### config.mk
export PLATFORM = sky130hd
export DESIGN_NAME = xhtml_char_class_tagger_top_flat
export DESIGN_NICKNAME = d
export VERILOG_FILES = /design/src/design/xct_pkg.sv /design/src/design/xct_if.sv /design/src/design/xhtml_char_class_tagger_top.sv /design/src/flat_wrapper.sv
export VERILOG_INCLUDE_DIRS = /design/src /design/src/design
export SDC_FILE = /design/constraint.sdc
export NUM_CORES = 1
export LEC_CHECK = 0
export BUFFER_PORTS_ARGS = -buffer_cell sky130_fd_sc_hd__buf_4
export CORE_MARGIN = 2
export CORE_UTILIZATION = 45
export CTS_BUF_LIST = sky130_fd_sc_hd__clkbuf_8
export CTS_CLUSTER_DIAMETER = 200
export DETAILED_ROUTE_END_ITERATION = 7
export SLEW_MARGIN = 20
export SYNTH_ARGS = -nofsm -noshare
export SYNTH_HDL_FRONTEND = slang
export SYNTH_SLANG_ARGS = --single-unit
### constraint.sdc
create_clock -name clk -period 2.4 [get_ports clk]
set_input_delay 0.12 -clock clk [delete_from_list [all_inputs] [get_ports clk]]
set_output_delay 0.12 -clock clk [all_outputs]
set_load 0.005 [all_outputs]
### src/design/xhtml_char_class_tagger_top_defines.svh
// Assertion macros for the markup character class tagger.
// Included by the top level; depends on nothing else.
`ifndef XHTML_CHAR_CLASS_TAGGER_TOP_DEFINES_SVH
`define XHTML_CHAR_CLASS_TAGGER_TOP_DEFINES_SVH

// Same-cycle implication, checked outside reset.
`define XCT_ASSERT_NOW(label, clk, rst, cond, prop) \
  label: assert property (@(posedge clk) disable iff (rst) (cond) |-> (prop)) \
    else $error("xct: same-cycle check failed");

// Next-cycle implication, checked outside reset.
`define XCT_ASSERT_NEXT(label, clk, rst, cond, prop) \
  label: assert property (@(posedge clk) disable iff (rst) (cond) |=> (prop)) \
    else $error("xct: next-cycle check failed");

`endif

### src/design/xct_pkg.sv
// Package for the markup character class tagger: class codes, opcodes and
// character constants. No dependencies.
`default_nettype none

package xct_pkg;

  typedef logic [2:0] char_class_t;

  localparam char_class_t CLS_NORMAL = 3'd0;
  localparam char_class_t CLS_TAG    = 3'd1;
  localparam char_class_t CLS_STRING = 3'd2;
  localparam char_class_t CLS_ATTR   = 3'd3;
  localparam char_class_t CLS_STYLE  = 3'd4;
  localparam char_class_t CLS_SCRIPT = 3'd5;
  localparam char_class_t CLS_ERROR  = 3'd6;
  localparam char_class_t CLS_NONE   = 3'd7;

  localparam logic OP_CHAR  = 1'b0;
  localparam logic OP_BLOCK = 1'b1;

  localparam logic [7:0] CHR_NONLATIN = 8'h00;
  localparam logic [7:0] CHR_SPACE    = 8'h20;
  localparam logic [7:0] CHR_QUOTE    = 8'h22;
  localparam logic [7:0] CHR_APOS     = 8'h27;
  localparam logic [7:0] CHR_SLASH    = 8'h2F;
  localparam logic [7:0] CHR_LT       = 8'h3C;
  localparam logic [7:0] CHR_EQ       = 8'h3D;
  localparam logic [7:0] CHR_GT       = 8'h3E;

  localparam logic [2:0] NAME_LEN_MAX = 3'd7;
  localparam logic [2:0] STYLE_LEN    = 3'd5;
  localparam logic [2:0] SCRIPT_LEN   = 3'd6;

  // Element 0 is the first letter of the word.
  localparam logic [4:0][7:0] WORD_STYLE  = {8'h65, 8'h6C, 8'h79, 8'h74, 8'h73};
  localparam logic [5:0][7:0] WORD_SCRIPT = {8'h74, 8'h70, 8'h69, 8'h72, 8'h63, 8'h73};

endpackage

`default_nettype wire

### src/design/xct_if.sv
// Valid/ready channel interfaces for the character input and the class output.
// Depends on xct_pkg.
`default_nettype none

interface xct_char_if
  import xct_pkg::*;
();
  logic       valid;
  logic       ready;
  logic       opcode;
  logic [7:0] char_code;

  modport source (output valid, output opcode, output char_code, input ready);
  modport sink   (input valid, input opcode, input char_code, output ready);
endinterface

interface xct_class_if
  import xct_pkg::*;
();
  logic        valid;
  logic        ready;
  char_class_t char_class;

  modport source (output valid, output char_class, input ready);
  modport sink   (input valid, input char_class, output ready);
endinterface

`default_nettype wire

### src/design/xhtml_char_class_tagger_top.sv
// Markup character class tagger, top level.
// Depends on xct_pkg, xct_if.sv and xhtml_char_class_tagger_top_defines.svh.
//
// Usage: characters and block-start markers arrive on the chars channel, one
// transfer per item. A character produces exactly one class transfer on the
// classes channel; a block start updates the tag state and produces nothing.
// All state is updated in the cycle an item is taken and the class lands in
// the output register, so a result is offered in the cycle after its transfer.
// Throughput is one item per cycle: the single output register is refilled
// in the same cycle it is drained, so chars.ready stays high while the
// receiver takes results. When the receiver stalls with a result pending,
// chars.ready drops and the tag state holds until the result is taken.
// Reset (rst, synchronous) clears all tag flags, the sticky error, the
// character position and the collected tag name, and empties the output.
// The sticky error set by a nested '<' clears only by reset.
`default_nettype none

`include "xhtml_char_class_tagger_top_defines.svh"

module xhtml_char_class_tagger_top
  import xct_pkg::*;
#(
  parameter int POSITION_BITS = 16,
  parameter int NAME_SLOTS    = 6
) (
  input  wire          clk,
  input  wire          rst,
  xct_char_if.sink     chars,
  xct_class_if.source  classes
);

  localparam int NameIdxBits = $clog2(NAME_SLOTS);

  typedef logic [POSITION_BITS-1:0] pos_t;
  typedef logic [NAME_SLOTS-1:0][7:0] name_t;

  logic        tag_open, tag_open_next;
  logic        closing_tag, closing_tag_next;
  logic        name_begun, name_begun_next;
  logic        name_finished, name_finished_next;
  logic        attr_begun, attr_begun_next;
  logic        attr_finished, attr_finished_next;
  logic        in_single_quote, in_single_quote_next;
  logic        in_double_quote, in_double_quote_next;
  logic        raw_text_mode, raw_text_mode_next;
  logic        error_latched, error_latched_next;
  char_class_t current_class, current_class_next;
  pos_t        char_position, char_position_next;
  pos_t        tag_start_position, tag_start_position_next;
  name_t       name_chars, name_chars_next;
  logic [2:0]  name_length, name_length_next;

  logic        out_valid;
  char_class_t out_class;

  logic        in_fire;
  logic        res_valid;
  char_class_t res_class;
  logic [7:0]  c;
  logic        quoted;
  logic        slash_after_lt;
  logic        is_style;
  logic        is_script;

  assign chars.ready        = !out_valid || classes.ready;
  assign in_fire            = chars.valid && chars.ready;
  assign classes.valid      = out_valid;
  assign classes.char_class = out_class;

  assign c      = chars.char_code;
  assign quoted = in_single_quote || in_double_quote;

  // The slash test compares against the opening '<' position plus one, unwrapped.
  assign slash_after_lt = ({1'b0, char_position} ==
                           ({1'b0, tag_start_position} + (POSITION_BITS + 1)'(1)));

  always_comb begin
    is_style  = (name_length == STYLE_LEN);
    is_script = (name_length == SCRIPT_LEN);
    for (int i = 0; i < 5; i++) begin
      if (name_chars[i] != WORD_STYLE[i]) is_style = 1'b0;
    end
    for (int i = 0; i < 6; i++) begin
      if (name_chars[i] != WORD_SCRIPT[i]) is_script = 1'b0;
    end
  end

  always_comb begin
    tag_open_next           = tag_open;
    closing_tag_next        = closing_tag;
    name_begun_next         = name_begun;
    name_finished_next      = name_finished;
    attr_begun_next         = attr_begun;
    attr_finished_next      = attr_finished;
    in_single_quote_next    = in_single_quote;
    in_double_quote_next    = in_double_quote;
    raw_text_mode_next      = raw_text_mode;
    error_latched_next      = error_latched;
    current_class_next      = current_class;
    char_position_next      = char_position;
    tag_start_position_next = tag_start_position;
    name_chars_next         = name_chars;
    name_length_next        = name_length;
    res_valid               = 1'b0;
    res_class               = current_class;

    if (chars.opcode == OP_BLOCK) begin
      if (!tag_open) begin
        closing_tag_next        = 1'b0;
        name_begun_next         = 1'b0;
        name_finished_next      = 1'b0;
        attr_begun_next         = 1'b0;
        attr_finished_next      = 1'b0;
        in_single_quote_next    = 1'b0;
        in_double_quote_next    = 1'b0;
        tag_start_position_next = '0;
      end else begin
        current_class_next = CLS_NORMAL;
      end
      char_position_next = '0;
    end else begin
      res_valid = 1'b1;
      if (char_position != '1) begin
        char_position_next = char_position + pos_t'(1);
      end

      if (error_latched || c == CHR_NONLATIN) begin
        res_class = current_class;
      end else if (tag_open) begin
        unique case (c)
          CHR_SLASH: begin
            if (!quoted) begin
              if (!name_begun && slash_after_lt) closing_tag_next = 1'b1;
              if (!closing_tag_next && attr_begun) begin
                attr_begun_next    = 1'b0;
                attr_finished_next = 1'b1;
              end
              current_class_next = CLS_TAG;
            end
            res_class = current_class_next;
          end
          CHR_SPACE: begin
            if (!quoted) begin
              if (!name_begun) begin
                current_class_next = CLS_NORMAL;
              end else if (attr_begun) begin
                attr_begun_next    = 1'b0;
                attr_finished_next = 1'b1;
                current_class_next = CLS_TAG;
              end else begin
                name_finished_next = 1'b1;
                current_class_next = CLS_NORMAL;
              end
            end
            res_class = current_class_next;
          end
          CHR_EQ: begin
            if (!quoted && attr_begun) begin
              attr_begun_next    = 1'b0;
              attr_finished_next = 1'b1;
              current_class_next = CLS_TAG;
            end
            res_class = current_class_next;
          end
          CHR_GT: begin
            res_class = CLS_NONE;
            if (!quoted) begin
              res_class = current_class;
              if (attr_begun || attr_finished) begin
                attr_begun_next    = 1'b0;
                attr_finished_next = 1'b0;
                current_class_next = CLS_NORMAL;
              end
              if (name_begun) begin
                name_finished_next = 1'b0;
                name_begun_next    = 1'b0;
              end
              tag_open_next = 1'b0;
            end
            if (!closing_tag) begin
              if (is_style) begin
                raw_text_mode_next = 1'b1;
                current_class_next = CLS_STYLE;
              end else if (is_script) begin
                raw_text_mode_next = 1'b1;
                current_class_next = CLS_SCRIPT;
              end
            end else begin
              closing_tag_next = 1'b0;
            end
            name_length_next = '0;
            name_chars_next  = '0;
          end
          CHR_APOS: begin
            if (!in_double_quote) begin
              in_single_quote_next = !in_single_quote;
              current_class_next   = in_single_quote ? CLS_TAG : CLS_STRING;
            end
            res_class = current_class_next;
          end
          CHR_QUOTE: begin
            if (!in_single_quote) begin
              if (in_double_quote) begin
                in_double_quote_next = 1'b0;
                current_class_next   = CLS_TAG;
              end else if (!raw_text_mode) begin
                in_double_quote_next = 1'b1;
                current_class_next   = CLS_STRING;
              end
            end
            res_class = current_class_next;
          end
          CHR_LT: begin
            if (!quoted) begin
              current_class_next = CLS_ERROR;
              error_latched_next = 1'b1;
            end
            res_class = current_class_next;
          end
          default: begin
            if (!quoted) begin
              if (!name_begun || !name_finished) begin
                // Collect the name; only the first slots are stored.
                if (!name_begun) begin
                  name_begun_next    = 1'b1;
                  current_class_next = CLS_TAG;
                end
                if ({1'b0, name_length} < 4'(NAME_SLOTS)) begin
                  name_chars_next[name_length[NameIdxBits-1:0]] = c;
                end
                if (name_length != NAME_LEN_MAX) begin
                  name_length_next = name_length + 3'd1;
                end
              end else if (attr_finished) begin
                current_class_next = CLS_TAG;
              end else if (!attr_begun) begin
                attr_begun_next    = 1'b1;
                attr_finished_next = 1'b0;
                current_class_next = CLS_ATTR;
              end
            end
            res_class = current_class_next;
          end
        endcase
      end else if (c == CHR_LT) begin
        tag_open_next           = 1'b1;
        tag_start_position_next = char_position;
        current_class_next      = CLS_TAG;
        raw_text_mode_next      = 1'b0;
        res_class               = CLS_TAG;
      end else if (raw_text_mode) begin
        res_class = current_class;
      end else begin
        res_class = CLS_NONE;
      end
    end
  end

  always_ff @(posedge clk) begin
    if (rst) begin
      tag_open           <= 1'b0;
      closing_tag        <= 1'b0;
      name_begun         <= 1'b0;
      name_finished      <= 1'b0;
      attr_begun         <= 1'b0;
      attr_finished      <= 1'b0;
      in_single_quote    <= 1'b0;
      in_double_quote    <= 1'b0;
      raw_text_mode      <= 1'b0;
      error_latched      <= 1'b0;
      current_class      <= CLS_NORMAL;
      char_position      <= '0;
      tag_start_position <= '0;
      name_chars         <= '0;
      name_length        <= '0;
      out_valid          <= 1'b0;
    end else begin
      if (in_fire) begin
        tag_open           <= tag_open_next;
        closing_tag        <= closing_tag_next;
        name_begun         <= name_begun_next;
        name_finished      <= name_finished_next;
        attr_begun         <= attr_begun_next;
        attr_finished      <= attr_finished_next;
        in_single_quote    <= in_single_quote_next;
        in_double_quote    <= in_double_quote_next;
        raw_text_mode      <= raw_text_mode_next;
        error_latched      <= error_latched_next;
        current_class      <= current_class_next;
        char_position      <= char_position_next;
        tag_start_position <= tag_start_position_next;
        name_chars         <= name_chars_next;
        name_length        <= name_length_next;
      end
      if (in_fire) begin
        out_valid <= res_valid;
      end else if (classes.ready) begin
        out_valid <= 1'b0;
      end
    end
  end

  always_ff @(posedge clk) begin
    if (in_fire && res_valid) begin
      out_class <= res_class;
    end
  end

  // Every accepted character must show up as a result in the next cycle.
  `XCT_ASSERT_NEXT(a_char_gives_result, clk, rst,
                   in_fire && chars.opcode == OP_CHAR, out_valid)
  // The error latch is sticky.
  `XCT_ASSERT_NEXT(a_error_sticky, clk, rst, error_latched, error_latched)
  // The error class is only ever held together with the latched error.
  `XCT_ASSERT_NOW(a_error_class_latched, clk, rst,
                  current_class == CLS_ERROR, error_latched)

endmodule

`default_nettype wire

### src/flat_wrapper.sv
// flat-port wrapper written by rule: the top's interface ports become plain ports
module xhtml_char_class_tagger_top_flat import xct_pkg::*;
#(
  parameter int POSITION_BITS = 16,
  parameter int NAME_SLOTS    = 6
)
  (clk, rst, chars_valid, chars_opcode, chars_char_code, chars_ready, classes_valid, classes_char_class, classes_ready);
  xct_char_if chars_i ();
  xct_class_if classes_i ();
  input  wire clk;
  input  wire rst;
  input wire logic [$bits(chars_i.valid)-1:0] chars_valid;
  input wire logic [$bits(chars_i.opcode)-1:0] chars_opcode;
  input wire logic [$bits(chars_i.char_code)-1:0] chars_char_code;
  output wire logic [$bits(chars_i.ready)-1:0] chars_ready;
  output wire logic [$bits(classes_i.valid)-1:0] classes_valid;
  output wire logic [$bits(classes_i.char_class)-1:0] classes_char_class;
  input wire logic [$bits(classes_i.ready)-1:0] classes_ready;
  assign chars_i.valid = chars_valid;
  assign chars_i.opcode = chars_opcode;
  assign chars_i.char_code = chars_char_code;
  assign chars_ready = chars_i.ready;
  assign classes_valid = classes_i.valid;
  assign classes_char_class = classes_i.char_class;
  assign classes_i.ready = classes_ready;
  xhtml_char_class_tagger_top #(.POSITION_BITS(POSITION_BITS), .NAME_SLOTS(NAME_SLOTS)) u_core (.clk(clk), .rst(rst), .chars(chars_i), .classes(classes_i));
endmodule
==> summary.md, run 1 <==
| Metric | Value |
|---|---|
| Endpoints failing setup | `2` |
| Buf/Inv on CP | `0` |
| Most used cell, CP | `or4_4` |
| Final Cycle Share | `106.4%` |
| VDD IR max | `0.4276 mV` |
| Main flop type after synthesis | `dfxtp_1` |
| Post-synthesis cell area | `5487 um2` |
| CP cell instances | `ha_4 -> xor2_1 -> or4_4 -> a311oi_2 -> nand4_1 -> or4_4 -> nand3_2 -> mux2_4` |
| Bufs on Longest Clock Path | `2` |
| Failing checks | `setup timing` |
| Yosys top cell area share | `35.39%` |
| Mapped Nets | `713` |
| Slew @ Worst Pin | `1083 ps` |
| Crit path time final | `2554 ps` |
| Sequential cell area | `~2000 um2` |
| TritonCTS Sinks | `100` |
| Layout filler cell count | `1094` |
| Gpl congestion | `0.9096` |
| Final Core Density | `~56%` |
| Vias per Instance | `around 6.0` |
| Num ports | `18` |
| WL final | `around 16 mm` |
| Critical path depth | `8` |
| Detailed Route Iter0 Violations | `369` |
| Peak Freq | `a little under 0.4 GHz` |
| Initial antenna violation count | `0` |
| Port Buffers | `17` |
| First-pass DRT Iterations | `4` |
| Crit path arrival time | `2840 ps` |
| Final hold vios | `0` |
| CTS tree | `yes` |
| Post-Layout Inst Area | `6704 um2` |
| Dpl hpwl | `11.04 mm` |
| Most common cell after layout, fill and taps aside | `nor2_1` |
| Crit path from | `u_core.tag_start_position[1]` |
| Die width | `114.4 um` |
| Min-delay src | `classes_ready` |
| Place WS | `-310.1 ps` |
| Clk pin slew, worst setup/hold paths | `100 ps` |
| Mean Syn Cell Area | `7.928 um2` |
| Simple-gate share of the synthesized area | `28.71%` |
| Largest net degree at the start of global routing | `51` |
| Worst setup SP type | `register` |
| First-pass GRT wire length | `25.55 mm` |
| Hold crit path type | `input pin to register` |
| Antenna diode count | `0` |
| CP required | `2690 ps` |
| Endpoint class of the critical path | `register` |
| H-tree depth | `3` |
| YS warnings | `0` |
| Delay of the slowest cell on the worst path | `between 500 and 600 ps` |
| Worst Hold Depth | `3` |
| RSZ-0062 raised after global routing | `yes` |
| DR DRC count | `0` |
| Leakage | `2.407 nW` |
| Post-synth EDFFs | `3` |
| Most frequent cells in the layout | `nor2_1, buf_4, dfxtp_1, a21oi_1, nand2_1` |
| Busiest grt layer | `met2` |
| Die ar. | `13090 um2` |
| Total GRT Usage | `24.42%` |
| Largest cells by area after synthesis | `dfxtp_1, nor2_1, a22oi_1` |
| Max_cap viols | `0` |
| Vias | `5507` |
| Proportion of layout cells with a drive suffix above 1 | `21.29%` |
| Async SR Flop Fraction | `0%` |
| CP max stage cell | `or4_4` |
| RR Startpoint | `u_core.tag_start_position[1]` |
| Die height | `114.4 um` |
| Met3 usage | `5.876%` |
| Placed Area | `roughly 6400 um2` |
| Starting Density | `45.87%` |
| Root buffer cell | `clkbuf_8` |
| Crit-path max FO | `6` |
| XOR/XNOR Fraction of Synth Area | `5.747%` |
| Synth-to-Final Area Change | `22.19%` |
| Vias in the first global route | `5161` |
| GRT Residual Overflow | `0` |
| Met1 usage | `33.04%` |
| Post-synth top area cell | `dfxtp_1` |
| Rows | `40` |
| Power density over the cells | `438.7 nW/um2` |
| Fin Clk Skew | `8.407 ps` |
| Relative slew slack | `about 27%` |
| Synth Area in Adders | `1.824%` |
| Num CTS Buffers | `9` |
| Status | `finished, violations left` |
| Routed wire per std cell | `17.07 um` |
| Mux cell area share after synthesis | `under 10%` |
| Worst Hold Slack | `89.15 ps` |
| Multi-input gate area | `3349 um2` |
| # nets final | `791` |
| Met2 usage | `39.37%` |
| Largest family of logic cells by synthesized area | `simple AND/OR/NAND/NOR gates` |
| Pins over their slew limit | `0` |
| CORE AREA | `11960 um2` |
| Kind of critical path | `register to register` |
| Synth Register Bits | `100` |
| Setup ws final | `-154.5 ps` |
| Delay-heaviest family, CP | `simple AND/OR/NAND/NOR gates` |
| Post-Synthesis Cells | `692` |
| Synth Area in Compound Gates | `20.73%` |
| Yosys cell types | `65` |
| Worst Reg2Reg Path Length in Cells | `8` |
| Worst-Skew Late Latency | `390 ps` |
| Post-route ant nets | `0` |
| Seq/Total Area, Yosys | `~37%` |
-- tightest hold or removal path, stage by stage --
cell      delay, ps
buf_4            80
nand2b_1        160
a21oi_1          80
-- timing repair --
| item | in CTS | in global routing |
|---|---|---|
| pin swaps | 4 | 8 |
| gates cloned | 0 | 1 |
| hold endpoints to repair | 1 | 0 |
| hold buffers | 1 | 0 |
| setup endpoints to repair | 2 | 44 |
| buffers inserted | 0 | 1 |
| gates resized for setup | 8 | 22 |
-- power breakdown --
part | switching (mW) | internal [mW]
combinational | 0.130 | 0.0773
sequential | 0.00637 | 1.67
clock | 0.638 | 0.418
total | 0.775 | 2.17
-- per-stage QoR --
stage	power, mW	cells	setup TNS (ps)
2_1_floorplan	1.828	692	-181.5
3_3_place_gp	1.914	903	-8410
3_5_place_dp	1.917	903	-10030
4_1_cts	2.964	920	-315.9
5_1_grt	3.051	922	-452.6
6_report	2.941	922	-259.6
-- sequential cells by signal (all words and copies together) (netlist names) --
name and count:
u_core.raw_text_mode 1, u_core.in_double_quote 1, u_core.tag_open 1, u_core.classes.valid 1, u_core.tag_start_position 16, u_core.name_length 3, u_core.name_chars 48, u_core.char_position 16
u_core.current_class 3, u_core.closing_tag 1, u_core.error_latched 1, u_core.name_begun 1, u_core.in_single_quote 1, u_core.attr_finished 1, u_core.name_finished 1, u_core.attr_begun 1
u_core.classes.char_class 3
-- area by class of cell --
type	count	share of cell area (%)
Clock buffer	10	2.053
Clock inverter	6	0.6906
Inverter	13	0.7279
Multi-Input combinational cell	531	49.96
Sequential cell	100	30.48
Tap cell	147	2.744
Timing Repair Buffer	115	13.34
-- cell usage after synthesis, drive strengths merged, types with 3 or more instances --
cell type  number
nor2          118
dfxtp          97
a21oi          47
nand2          45
o21ai          34
clkbuf         33
a22oi          32
nor3           24
xnor2          21
nand3          20
a32oi          19
nor3b          18
buf            15
xor2           15
nor4           14
or4            13
inv            12
nand4          10
ha              8
and3            7
or3             7
a211oi          6
a31oi           6
mux2i           5
nand4b          5
nor4b           5
and2            4
nor2b           4
o211ai          4
a41oi           3
edfxtp          3
nand2b          3
nor4bb          3
o21a            3
-- per-layer routing --
layer  share of wire (%)  vias to the layer above
li1                    -                     2696
met1                  47                     2635
met2                  46                      153
met3                 5.1                       23
met4                 1.7                        0
met5                   0                        -
-- worst paths after layout --
path	to	slack, ps
hold / removal	u_core.classes.valid	90
hold reg to reg	u_core.name_chars[6]	500
setup reg to reg	u_core.attr_finished	-150
setup / recovery	u_core.attr_finished	-150
-- logic make-up after synthesis --
logic type | after synthesis
AND/OR/NAND/NOR | 308
AO/OA/AOI/OAI | 173
flip-flops | 100
buffers and inverters | 61
XOR/XNOR | 36
adder cells (fa/ha/maj) | 8
multiplexers | 6
Note: power is estimated with default switching activity, not from simulation.
==> inputs of run 2 (changes only) <==
Settings changed: CORE_MARGIN 2 to 10.
==> run 2 against run 1 <==
Compared with the run above: the flow still finishes with violations (setup timing); cell area increased by 0.80%; clock power is 8% higher; wire length increased by 0.75%; clock-buffer cell count unchanged; combinational power up 4%; via count grew 0.27%; critical path type unchanged; sequential share of layout area shrank 0.21 points; core utilization rose by 0.45 points; critical path depth unchanged; first-iteration DRC count grew 29%; clock skew grew 8.1 ps; final cell count grew 0.11%.
==> summary.md, run 2 (synthesis gave the netlist of run 1 again) <==
| Metric | Value |
|---|---|
| Status | `finished, violations left` |
| Failing checks | `setup timing` |
| Endpoint class of the critical path | `register` |
| Worst Reg2Reg Path Length in Cells | `8` |
| Vias per Instance | `roughly 6.0` |
| Total GRT Usage | `19.08%` |
| Hold crit path type | `input pin to register` |
| Synth-to-Final Area Change | `23.17%` |
| Endpoints failing setup | `2` |
| Switch Pwr | `roughly 0.77 mW` |
| RSZ-0062 raised after global routing | `yes` |
| Port Buffers | `17` |
| Routed wire per std cell | `around 17 um` |
| VDD IR max | `approximately 0.41 mV` |
| Crit-path max FO | `5` |
| Clk network pwr share | `37.9%` |
| Pwr Total | `3.047 mW` |
| GRT Residual Overflow | `0` |
| Die ar. | `between 15000 and 20000 um2` |
| Antenna diode count | `0` |
| Post-route ant nets | `0` |
| Power density over the cells | `450.8 nW/um2` |
| Proportion of layout cells with a drive suffix above 1 | `22.55%` |
| Most frequent cells in the layout | `nor2_1, buf_4, dfxtp_1, a21oi_1, nand2_1` |
| Seq pwr share | `between 50 and 60%` |
| RR Startpoint | `u_core.tag_start_position[1]` |
| Crit path time final | `2612 ps` |
| Busiest grt layer | `met2` |
| Die height | `130.4 um` |
| Dpl hpwl | `11.19 mm` |
| DR DRC count | `0` |
| Bufs on Longest Clock Path | `2` |
| Final hold vios | `0` |
| Met1 usage | `25.42%` |
| First-pass GRT wire length | `26.34 mm` |
| Die width | `130.4 um` |
| Initial antenna violation count | `0` |
| Min-delay src | `classes_ready` |
| WL final | `15.86 mm` |
| Reg2reg end | `u_core.attr_finished` |
| Final Cycle Share | `108.8%` |
| Sw Ratio | `~25%` |
| Gpl congestion | `0.9400` |
| Worst Hold Depth | `3` |
| Detailed Route Iter0 Violations | `approximately 480` |
| Met3 usage | `approximately 4.6%` |
| Cell Int Power | `2.272 mW` |
| Most common cell after layout, fill and taps aside | `nor2_1` |
| First-pass DRT Iterations | `5` |
| Worst-Skew Late Latency | `390 ps` |
| H-tree depth | `3` |
| R2R Setup Slk | `-210 ps` |
| Rows | `40` |
| Num ports | `18` |
| Fin Clk Skew | `16.52 ps` |
| Layout Cells excl Fill | `approximately 920` |
| CP required | `2690 ps` |
| Vias | `5522` |
| Worst setup SP type | `register` |
| Dpl cells | `901` |
| CTS tree | `yes` |
| Biggest regs | `u_core.name_chars: 48 flops, u_core.char_position: 16 flops, u_core.tag_start_position: 16 flops` |
| Max reg flops | `48` |
| Pins over their slew limit | `0` |
| Clk pin slew, worst setup/hold paths | `100 ps` |
| Vias in the first global route | `5132` |
| Kind of critical path | `register to register` |
| Leakage | `between 2 and 2.5 nW` |
| Root buffer cell | `clkbuf_8` |
| Crit path arrival time | `2900 ps` |
| Worst Hold Slack | `82.94 ps` |
| Hold Path End | `u_core.classes.valid` |
| Starting Density | `45.87%` |
| Comb pwr share | `7.1%` |
| Setup ws final | `-212.1 ps` |
| # nets final | `792` |
| Largest net degree at the start of global routing | `55` |
| TritonCTS Sinks | `100` |
| Max_cap viols | `0` |
| Slew @ Worst Pin | `1085 ps` |
| Peak Freq | `0.3828 GHz` |
| Met2 usage | `between 30% and 40%` |
| Final Core Density | `56.50%` |
| Num CTS Buffers | `9` |
| Relative slew slack | `27.11%` |
| Most flop-heavy register | `u_core.name_chars` |
| Fin Setup TNS | `-408.9 ps` |
| CORE AREA | `11960 um2` |
==> run 2: changes by cell type in the layout (fill, tap and decap cells not counted), moves of 2 or more <==
cell	previous run	this run
nor3_4	2	0
nor3_2	1	6
buf_4	111	113
clkinv_2	0	2
nor3_1	21	18
==> run 2: metrics by stage <==
stage          setup slack (ps)  area, um2
2_1_floorplan            -37.04       5560
3_3_place_gp             -258.8       6340
3_5_place_dp             -296.6       6340
4_1_cts                  -195.3       6625
5_1_grt                  -317.4       6758
6_report                 -212.1       6758
==> run 2: layer usage <==
layer / vias to the layer above / share of wire, %
li1: 2689 / -
met1: 2649 / 47
met2: 155 / 46
met3: 29 / 5.4
met4: 0 / 1.7
met5: - / 0
==> run 2: how the worst max path moves through the flow <==
| stage | from | endpoint | slack, ps | cells after the start |
|---|---|---|---|---|
| floorplan | u_core.tag_start_position[1] | u_core.attr_finished | -40 | 8 |
| global placement | u_core.tag_start_position[1] | u_core.attr_finished | -260 | 9 |
| detailed placement | u_core.tag_start_position[6] | u_core.attr_finished | -300 | 9 |
| CTS | u_core.tag_start_position[1] | u_core.attr_finished | -200 | 8 |
| global route | u_core.tag_start_position[6] | u_core.attr_begun | -320 | 9 |
| finish | u_core.tag_start_position[1] | u_core.attr_finished | -210 | 8 |
==> run 2: layout make-up <==
| cell class | instances | area [um2] |
|---|---|---|
| fill | 1103 | 5204 |
| timing repair buffer | 116 | 889.6 |
| multi-input combinational | 531 | 3386 |
| clock inverter | 6 | 66.31 |
| sequential | 100 | 2046 |
| tap | 147 | 183.9 |
| clock buffer | 10 | 137.6 |
| inverter | 13 | 48.80 |
==> run 2: power by group through the flow <==
stage,clock [mW],combinational (mW),sequential [mW]
3_5_place_dp,0,0.202,1.72
6_report,1.15,0.215,1.68
4_1_cts,1.18,0.209,1.68
2_1_floorplan,0,0.112,1.72
5_1_grt,1.24,0.234,1.68
3_3_place_gp,0,0.200,1.72
==> run 2: critical path: stages, from the launching register on <==
cell and delay, ps:
dfxtp_4 380, ha_4 240, xor2_1 140, or4_4 440, a311oi_2 190, nand4_1 190
or4_4 560, nand3_2 90, mux2_4 290
==> run 2: repair_timing <==
item | CTS | global route
hold endpoints to repair | 1 | 0
hold buffers | 1 | 0
setup endpoints to repair | 3 | 47
buffers inserted | 2 | 3
pin swaps | 3 | 8
gates resized for setup | 12 | 24
==> inputs of run 3 (changes only) <==
Clock period 2.4 ns to 3.2 ns, I/O delays scaled along.
==> run 3 against run 2 <==
Compared with the run above: the flow now finishes without violations; fmax is 10% lower; clock power shrank 24%; critical path type unchanged; largest power group unchanged; worst hold slack lost 33 ps; critical endpoint unchanged.
==> summary.md, run 3 (synthesis gave the netlist of run 1 again) <==
| Metric | Value |
|---|---|
| Status | `finished clean` |
| Kind of critical path | `register to register` |
| Dpl hpwl | `10.10 mm` |
| Die width | `130.4 um` |
| WL final | `14.81 mm` |
| Delay-heaviest family, CP | `simple AND/OR/NAND/NOR gates` |
| # Post-CTS Setup Buffers | `0` |
| Min-delay src | `chars_valid` |
| Relative slew slack | `39.42%` |
| Reg2reg end | `u_core.attr_finished` |
| CTS tree | `yes` |
| First-pass DRT Iterations | `6` |
| # nets final | `between 700 and 800` |
| CP max stage cell | `or4_1` |
| First-pass GRT wire length | `24.16 mm` |
| Fin Clk Skew | `around 12 ps` |
| Hold crit path type | `input pin to register` |
| Die height | `130.4 um` |
| Power density over the cells | `381.6 nW/um2` |
| Max reg flops | `48` |
| Num CTS Buffers | `9` |
| Layout Cells excl Fill | `840` |
| Buf/Inv on CP | `0` |
| Post-route ant nets | `0` |
| Most common cell after layout, fill and taps aside | `nor2_1` |
| TritonCTS Sinks | `100` |
| Port Buffers | `17` |
| Pins over their slew limit | `0` |
| Most frequent cells in the layout | `nor2_1, dfxtp_1, a21oi_1, nand2_1` |
| H-tree depth | `3` |
| Most flop-heavy register | `u_core.name_chars` |
| Endpoints failing setup | `0` |
| Vias | `between 5000 and 6000` |
| Root buffer cell | `clkbuf_8` |
| Hold Path End | `u_core.classes.valid` |
| Pwr Total | `2.270 mW` |
| GRT Residual Overflow | `0` |
| Vias per Instance | `6.162` |
| Hold buffers post-CTS | `0` |
| Worst-Skew Late Latency | `390 ps` |
| Endpoint class of the critical path | `register` |
| R2R Setup Slk | `290 ps` |
| Dpl cells | `824` |
| Max_cap viols | `0` |
| Slew @ Worst Pin | `around 900 ps` |
| Proportion of layout cells with a drive suffix above 1 | `8.369%` |
| CORE AREA | `11960 um2` |
| Worst setup SP type | `register` |
| Detailed Route Iter0 Violations | `423` |
| DR DRC count | `0` |
| # resized after CTS | `0` |
| Clk pin slew, worst setup/hold paths | `110 ps` |
| Routed wire per std cell | `roughly 18 um` |
| Setup ws final | `around 290 ps` |
| Vias in the first global route | `around 4600` |
| VDD IR max | `0.3793 mV` |
| CP required | `3490 ps` |
| Die ar. | `between 15000 and 20000 um2` |
| Synth-to-Final Area Change | `8.415%` |
| Fin Setup TNS | `0 ps` |
| Worst Reg2Reg Path Length in Cells | `8` |
| Most used cell, CP | `or4_1` |
| Gpl congestion | `0.8665` |
| RR Startpoint | `u_core.tag_start_position[0]` |
| Antenna diode count | `0` |
| Biggest regs | `u_core.name_chars: 48 flops, u_core.char_position: 16 flops, u_core.tag_start_position: 16 flops` |
| Crit path time final | `2915 ps` |
| Worst Hold Depth | `3` |
| Initial antenna violation count | `0` |
| CP cell instances | `ha_2 -> xor2_1 -> or4_1 -> a311oi_1 -> nand4_1 -> or4_1 -> nand3_1 -> mux2_2` |
| Num ports | `18` |
| RSZ-0062 raised after global routing | `no` |
| Peak Freq | `~0.34 GHz` |
| Crit-path max FO | `7` |
| Starting Density | `45.87%` |
| Total GRT Usage | `between 10% and 20%` |
| Final hold vios | `0` |
| Bufs on Longest Clock Path | `2` |
| Leakage | `1.965 nW` |
| Delay of the slowest cell on the worst path | `530 ps` |
| Place WS | `219.3 ps` |
| Largest net degree at the start of global routing | `87` |
| Final Core Density | `between 40% and 50%` |
| Rows | `40` |
| Final Cycle Share | `91.09%` |
| Crit path arrival time | `3210 ps` |
==> run 3: cell types whose count changed in the layout (fill, tap and decap cells not counted), moves of 3 or more <==
cell,delta
dfxtp_4,-3
dfxtp_1,+5
nor3_2,-4
o21ai_2,-4
or4_1,+3
buf_4,-81
nor4_2,-4
or4_4,-3
nor3_1,+4
nor4_1,+5
==> run 3: per-stage QoR <==
stage | instance area [um2] | hold WS [ps]
2_1_floorplan | 5487 | 308.0
3_3_place_gp | 5714 | 438.8
3_5_place_dp | 5714 | 444.2
4_1_cts | 5934 | 24.82
5_1_grt | 5948 | 37.26
6_report | 5948 | 49.83
==> run 3: worst reg2reg max path, cell delays in order (launching register included) <==
cell and delay (ps):
dfxtp_1 480, ha_2 330, xor2_1 140, or4_1 480
a311oi_1 250, nand4_1 170, or4_1 530, nand3_1 120
mux2_2 330
==> run 3: layout make-up <==
cell class / instances / area, um2
fillers: 1204 / 6013
multi-input cells: 531 / 3203
well taps: 147 / 183.9
flip-flops and latches: 100 / 2032
inverters: 13 / 48.80
clock buffers: 9 / 123.9
repair buffers: 33 / 260.3
clock inverters: 7 / 96.34
==> run 3: per-layer routing <==
metal	part of all wire, %	vias up	global-route usage (%)
li1	-	2530	-
met1	48	2446	23.88
met4	1.7	0	5.363
met2	44	176	26.99
met3	6.0	24	4.311
met5	0	-	0
==> run 3: worst max path at each step <==
stage	start	end	slack, ps	cells past startpoint
final	u_core.tag_start_position[0]	u_core.attr_finished	290	8
after global routing	u_core.tag_start_position[0]	u_core.attr_finished	40	9
after CTS	u_core.tag_start_position[3]	u_core.attr_finished	210	9
after detailed placement	u_core.tag_start_position[3]	u_core.attr_finished	220	9
after global placement	u_core.tag_start_position[3]	u_core.attr_finished	180	9
after floorplan	u_core.tag_start_position[0]	u_core.attr_finished	540	10
==> run 3: report_power, final <==
part / internal, mW / total, mW / switching (mW)
Sequential: 1.26 / 1.26 / 0.00642
Clock: 0.381 / 0.879 / 0.498
Combinational: 0.0387 / 0.128 / 0.0896
